## config.mk

```make
export PLATFORM = sky130hd
export DESIGN_NAME = bsem_front
export DESIGN_NICKNAME = d
export VERILOG_FILES = /design/src/hdl/bsem_pkg.sv /design/src/hdl/bsem_front.sv
export SDC_FILE = /design/constraint.sdc
export NUM_CORES = 1
export LEC_CHECK = 0
export BUFFER_PORTS_ARGS = -buffer_cell sky130_fd_sc_hd__buf_2
export CAP_MARGIN = 0
export CORE_MARGIN = 2
export CORE_UTILIZATION = 50
export DETAILED_ROUTE_END_ITERATION = 10
export PLACE_DENSITY_LB_ADDON = 0.25
export SYNTH_ARGS = -nofsm -noshare
export SYNTH_HDL_FRONTEND = slang
export SYNTH_SLANG_ARGS = --single-unit
```

## constraint.sdc

```tcl
create_clock -name clk -period 8.5 [get_ports clk]
set_input_delay 1.7 -clock clk [delete_from_list [all_inputs] [get_ports clk]]
set_output_delay 1.7 -clock clk [all_outputs]
set_load 0.02 [all_outputs]
```

## src/hdl/bsem_pkg.sv

```systemverilog
// ----------------------------------------------------------------------------
// bsem_pkg: shared types for the block scaling element matrix unit
// Command and result words, op codes, queue entry type.
// ----------------------------------------------------------------------------
`default_nettype none
package bsem_pkg;

  localparam logic [1:0] OP_WR_MATRIX  = 2'd0;
  localparam logic [1:0] OP_WR_INVERSE = 2'd1;
  localparam logic [1:0] OP_SET_FLAG   = 2'd2;
  localparam logic [1:0] OP_READ_ROW   = 2'd3;

  localparam logic signed [63:0] Q_ONE = 64'sh10000;

  typedef struct packed {
    logic [1:0]         operation;
    logic [3:0]         row_index;
    logic [3:0]         col_index;
    logic signed [31:0] entry_value;
    logic               is_prescribed;
  } cmd_t;

  typedef struct packed {
    logic [3:0]         out_column;
    logic signed [31:0] scaled_value;
    logic               saturated;
    logic               last_in_row;
  } res_t;

  typedef enum logic [1:0] {
    BK_IDLE,
    BK_FETCH,
    BK_MAC,
    BK_EMIT
  } bk_state_t;

endpackage
`default_nettype wire

```

## src/hdl/bsem_front.sv

```systemverilog
// ----------------------------------------------------------------------------
// bsem_front: command intake
// Accepts command words, drops out-of-range ones, queues the rest.
// ----------------------------------------------------------------------------
`default_nettype none
module bsem_front #(
  parameter int SIZE = 12,
  parameter int DPN  = 4,
  parameter int QDEPTH = 2
) (
  input  wire logic          clk,
  input  wire logic          rst,
  input  wire logic          start,
  input  wire bsem_pkg::cmd_t cmd,
  output logic               busy,
  output logic               q_valid,
  output bsem_pkg::cmd_t     q_data,
  input  wire logic          q_pop
);
  localparam int PW = (QDEPTH > 1) ? $clog2(QDEPTH) : 1;

  bsem_pkg::cmd_t q_mem [QDEPTH];
  logic [PW-1:0] wp, rp;
  logic [PW:0]   cnt;
  logic          keep, push;

  always_comb begin
    case (cmd.operation)
      bsem_pkg::OP_WR_MATRIX:
        keep = (32'(cmd.row_index) < SIZE) && (32'(cmd.col_index) < SIZE);
      bsem_pkg::OP_WR_INVERSE:
        keep = (32'(cmd.row_index) < SIZE) && (32'(cmd.col_index) < DPN);
      default:
        keep = 32'(cmd.row_index) < SIZE;
    endcase
  end

  assign busy    = (32'(cnt) == QDEPTH);
  assign push    = start && !busy && keep;
  assign q_valid = (cnt != '0);
  assign q_data  = q_mem[rp];

  always_ff @(posedge clk) begin
    if (push) q_mem[wp] <= cmd;
    if (rst) begin
      wp <= '0; rp <= '0; cnt <= '0;
    end else begin
      if (push) wp <= (32'(wp) == QDEPTH-1) ? '0 : wp + 1'b1;
      if (q_pop) rp <= (32'(rp) == QDEPTH-1) ? '0 : rp + 1'b1;
      cnt <= cnt + (PW+1)'(push) - (PW+1)'(q_pop);
    end
  end
endmodule
`default_nettype wire

```

==> qor.csv, run 1 <==
metric,value,unit
outcome,"finished, final reports clean",
clk sinks,91,
most used routing layer,met2,
Finished Core Util,63.7,%
mapped cell area,3360,sq um
number of placement rows,29,
synth unique cells,18,
"commonest non-fill, non-tap cell in the layout",buf_2,
Gate Count Post-Synth,162,
Synth Area per Inst,20.8,sq um
DR iter-0 viols,77,
total power,936,uW
CP Data Arrival Time,1.94,ns
ratio of cells with drive above 1 in the final layout,59.5,%
Resized cells post-CTS,0,
worst reg-to-reg path cell count,3,
sequential power share,57.4,%
Pleak,0.00154,uW
slowest library cell on the worst path,dfxtp_2,
Residual DRC,0,
CP peak stage delay,1.01,ns
initial antenna violation count,0,
PortBufs,91,
Setup TNS,0,ns
unrepaired setup endpoints after global routing,false,
Startpoint Class,flop,
met2 GRT Util,25.3,%
H-tree levels,3,
area added between synthesis and finish,21.6,%
gpl congestion,0.666,
final hold viol count,0,
VDD IR max,151,uV
P_int,711,uW
hold slack final,0.514,ns
Die Y,86,microns
post-CTS setup buffers,0,
worst hold path depth,2,
min cycle time layout,3.64,ns
CTS tree,done,
die area,7400,sq um
worst slew pin tran,1.06,ns
vias,1732,
syn nets,211,
DRT Pass-1 Iters,4,
Clock Latency Late Sink,0.34,ns
Worst Min Path Start,rp,
synthesized flop and latch total,91,
WL final,5.31,mm
worst path cell trace,mux2_2 -> buf_2,
dominant cell type by area after synthesis,edfxtp_1,
Psw,225,uW
clock group share of total power,28.6,%
Ant. Diodes,0,
Slew HR,29.7,%
WL per Instance,15.6,microns
final worst setup slack,4.86,ns
Yosys Warn Count,0,
hold_buf cts,0,
Core ar.,6420,sq um
count of nets after finishing,309,
max-cap violations,0,
Place WS,4.72,ns
met3 Usage GRT,4.52,%
largest net degree at the start of global routing,44,
Vias/cell,5.08,
Worst path top cell family by delay,flip-flops,
M1 GR Usage,17.4,%
Final Cycle Share,42.8,%
number of global-route vias before repair,1761,
Sw Share,24.0,%
Die Width,86,microns
worst min path class,reg2reg,
critical path peak fanout,43,
Layout Skew,0.0118,ns
power per cell area,229,nW/um^2
Post-DP HPWL,3.44,mm
post-synthesis sequential area ratio,79.8,%
clock buffer depth,2,
combinational share of power,14.0,%
Routed Antenna Nets,0,
Inserted Clock Buffers,9,
initial cell density of the core,52.3,%
reg2reg start,cnt[1],
root buffer cell,clkbuf_8,
Critical Setup Path Class,reg2out,
clk slew on worst S/H paths,0.08,ns
Buf/Inv on CP,1,
Crit. End Element,primary output,
"top cells by area, synth","edfxtp_1 (77%), mux2_2 (14%), dfxtp_1 (3.0%)",
maximum clock rate,0.275,GHz
Required @ worst endpoint,6.80,ns
Global Route Usage Sum,15.0,%
first-pass GRT wire length,8.15,mm
most frequent cells in the layout,"buf_2 (91), edfxtp_1 (86), mux2_2 (43), clkbuf_8 (9)",
global route total overflow,0,
Reg2Reg Setup Slack,6.49,ns
IO Pins,92,
"Slew Viols, Final",0,
post-synth top area share,76.8,%
number of cells on the critical path,2,
endpoints failing setup,0,
[worst min-delay path, stage by stage (launching register included)]
cell and delay [ns]:
dfxtp_1 0.33, xnor2_1 0.08, nor2_1 0.07
[registers in the layout, indices dropped and copies added (netlist names), named ones only]
| register | cells |
|---|---|
| cnt | 2 |
| q_mem | 86 |
| rp | 1 |
| wp | 1 |
[stage by stage]
stage | area (sq um) | cells
finish | 4090 | 341
global route | 4090 | 341
CTS | 4090 | 341
detailed placement | 3910 | 326
global placement | 3910 | 326
floorplan | 3360 | 162
[metal layers]
layer	wire length [microns]	share of wire, %
met1	2220	42
met2	2740	52
met3	285	5.4
met4	59	1.1
met5	0	0
[power groups by stage]
stage / logic (uW) / registers (uW) / clock network [uW]
finish: 131 / 537 / 268
global placement: 132 / 547 / 0
floorplan: 92.5 / 539 / 0
global route: 142 / 541 / 294
detailed placement: 133 / 549 / 0
CTS: 133 / 538 / 276
[cell type report]
| class | count | area [sq um] |
|---|---|---|
| Clock buffer | 9 | 124 |
| Sequential cell | 91 | 2680 |
| Inverter | 3 | 11.3 |
| Multi-Input combinational cell | 63 | 653 |
| Tap cell | 77 | 96.3 |
| Clock inverter | 6 | 57.6 |
| Timing Repair Buffer | 92 | 463 |
| Fill cell | 478 | 2330 |
[synthesized netlist by cell type]
cell / number
nor3_1: 1
and2_1: 2
clkbuf_1: 1
mux2_2: 43
buf_2: 4
nor2_1: 5
inv_1: 3
dfxtp_1: 5
edfxtp_1: 86
ha_1: 2
xnor2_1: 1
mux2_4: 1
a211oi_4: 1
a21bo_2: 1
nor2b_1: 3
or2_2: 1
xor2_1: 1
maj3_2: 1
[worst paths after layout]
check                       to
setup / recovery    q_data[41]
hold / removal            flop
setup reg to reg  q_mem[1][24]
hold reg to reg           flop
[cells by family (layout without fill, tap and decap cells)]
logic type      Yosys count  count (layout)  synth area share, %
fa+ha+maj                 3               3                 1.08
mux                      44              44                 14.8
xor+xnor                  2               2                0.521
buf+inv                   8             110                 1.04
compound gates            2               2                0.893
simple gates             12              12                 1.82
flops                    91              91                 79.8
(Power assumes the default switching activity.)
==> run 2, diff against run 1 <==
--- a/config.mk
+++ b/config.mk
@@ -8,7 +8,7 @@
 export BUFFER_PORTS_ARGS = -buffer_cell sky130_fd_sc_hd__buf_2
 export CAP_MARGIN = 0
 export CORE_MARGIN = 2
-export CORE_UTILIZATION = 50
+export CORE_UTILIZATION = 46
 export DETAILED_ROUTE_END_ITERATION = 10
 export PLACE_DENSITY_LB_ADDON = 0.25
 export SYNTH_ARGS = -nofsm -noshare
==> constraint.sdc (replaced) <==
create_clock -name clk -period 2.9 [get_ports clk]
set_input_delay 0.58 -clock clk [delete_from_list [all_inputs] [get_ports clk]]
set_output_delay 0.58 -clock clk [all_outputs]
set_load 0.02 [all_outputs]
==> run 2 against run 1 <==
Against the previous run:
- total power grew to 2.9 times the previous value
- die area up 8.3%
- critical path depth is 1 higher
- hold slack worse by 0.096 ns
- largest cell class unchanged
==> qor.csv, run 2 (synthesized netlist as in run 1, its figures left out) <==
metric,value,unit
outcome,"finished, final reports clean",
Buf/Inv on CP,2,
worst reg-to-reg path cell count,9,
Ant. Diodes,0,
DR iter-0 viols,89,
vias,1728,
Reg2Reg Setup Slack,1.08,ns
number of cells on the critical path,3,
area added between synthesis and finish,23.3,%
clk sinks,91,
largest net degree at the start of global routing,26,
max-cap violations,0,
power per cell area,659,nW/um^2
endpoints failing setup,0,
WL met3,303,microns
Post-DP HPWL,3.79,mm
hold slack final,0.418,ns
Inserted Clock Buffers,9,
Layout Skew,0.00827,ns
maximum clock rate,0.411,GHz
total power,2730,uW
initial antenna violation count,0,
Sw Share,23.7,%
Layout fillers,590,
fin cells,367,
worst min path class,in2reg,
Worst Min Path Start,cmd[6],
root buffer cell,clkbuf_8,
critical path peak fanout,21,
Top Registers,"q_mem: 86 flops, cnt: 2 flops",
combinational share of power,14.7,%
Required @ worst endpoint,2.32,ns
slowest library cell on the worst path,dfxtp_2,
"commonest non-fill, non-tap cell in the layout",buf_2,
min cycle time layout,2.43,ns
Metal-1 WL,2.22,mm
first-pass GRT wire length,7.77,mm
Core ar.,7180,sq um
post-CTS setup buffers,0,
most frequent cells in the layout,"buf_2 (91), edfxtp_1 (86), mux2_2 (43), clkbuf_8 (9), buf_4 (6)",
met2 wire len,2.86,mm
Clock Latency Late Sink,0.35,ns
Pleak,0.00156,uW
Reg2Reg Capture Point,cnt[1],
Largest Register,q_mem,
Resized cells post-CTS,0,
gpl congestion,0.668,
unrepaired setup endpoints after global routing,false,
sequential power share,57.2,%
clock buffer depth,2,
P_int,2090,uW
die area,8010,sq um
Routed Antenna Nets,0,
clock group share of total power,28.1,%
clk slew on worst S/H paths,0.08,ns
Die Y,89.5,microns
Worst path top cell family by delay,flip-flops,
count of nets after finishing,314,
PortBufs,91,
IO Pins,92,
hold endpoint,q_mem[1][6],
hold_buf cts,0,
Global Route Usage Sum,13.8,%
worst path cell trace,buf_4 -> mux2_2 -> buf_2,
VDD IR max,303,uV
final hold viol count,0,
global route total overflow,0,
Final Cycle Share,83.8,%
Startpoint Class,flop,
initial cell density of the core,46.9,%
dpl cells,353,
Psw,647,uW
Die Width,89.5,microns
DR top layer,met4,
CTS tree,done,
CP Data Arrival Time,1.85,ns
WL per Instance,14.9,microns
worst slew pin tran,0.518,ns
number of global-route vias before repair,1671,
CP peak stage delay,0.66,ns
Finished Core Util,57.8,%
ratio of cells with drive above 1 in the final layout,59.7,%
Crit. End Element,primary output,
max reg flops,86,
WL final,5.46,mm
Slew HR,65.4,%
reg2reg start,cnt[1],
number of placement rows,31,
DRT Pass-1 Iters,4,
Critical Setup Path Class,reg2out,
Vias/cell,4.71,
Residual DRC,0,
H-tree levels,3,
Setup TNS,0,ns
"Slew Viols, Final",0,
worst hold path depth,1,
[run 2: area by class of cell]
class	instances	area (sq um)	area share, %
repair buffers	97	500	12.1
clock buffers	10	128	3.08
clock inverters	4	43.8	1.06
inverters	3	11.3	0.272
multi-input cells	63	653	15.8
well taps	99	124	2.99
flip-flops and latches	91	2680	64.8
[run 2: worst max path at each step]
stage,end,slack (ns)
after detailed placement,cnt[1],0.44
after floorplan,q_mem[0][0],0.1
after CTS,q_data[40],0.43
after global routing,q_data[40],0.37
after global placement,cnt[1],0.50
final,q_data[40],0.47
[run 2: routing by layer]
layer | global-route usage (%) | vias up
met4 | 6.92 | 0
met1 | 14.6 | 845
li1 | - | 824
met5 | 0 | -
met2 | 24.3 | 52
met3 | 4.99 | 7
[run 2: power groups by stage]
stage,Clock [uW],Sequential [uW],Combinational (uW)
after CTS,796,1560,411
after global routing,843,1570,435
final,767,1560,402
after detailed placement,0,1590,409
after global placement,0,1590,405
after floorplan,0,1580,272
[run 2: stage by stage]
stage               area, sq um  setup WS (ns)
finish                     4140          0.468
global route               4140          0.371
CTS                        4140          0.426
detailed placement         3970          0.444
global placement           3970          0.504
floorplan                  3360         0.0954
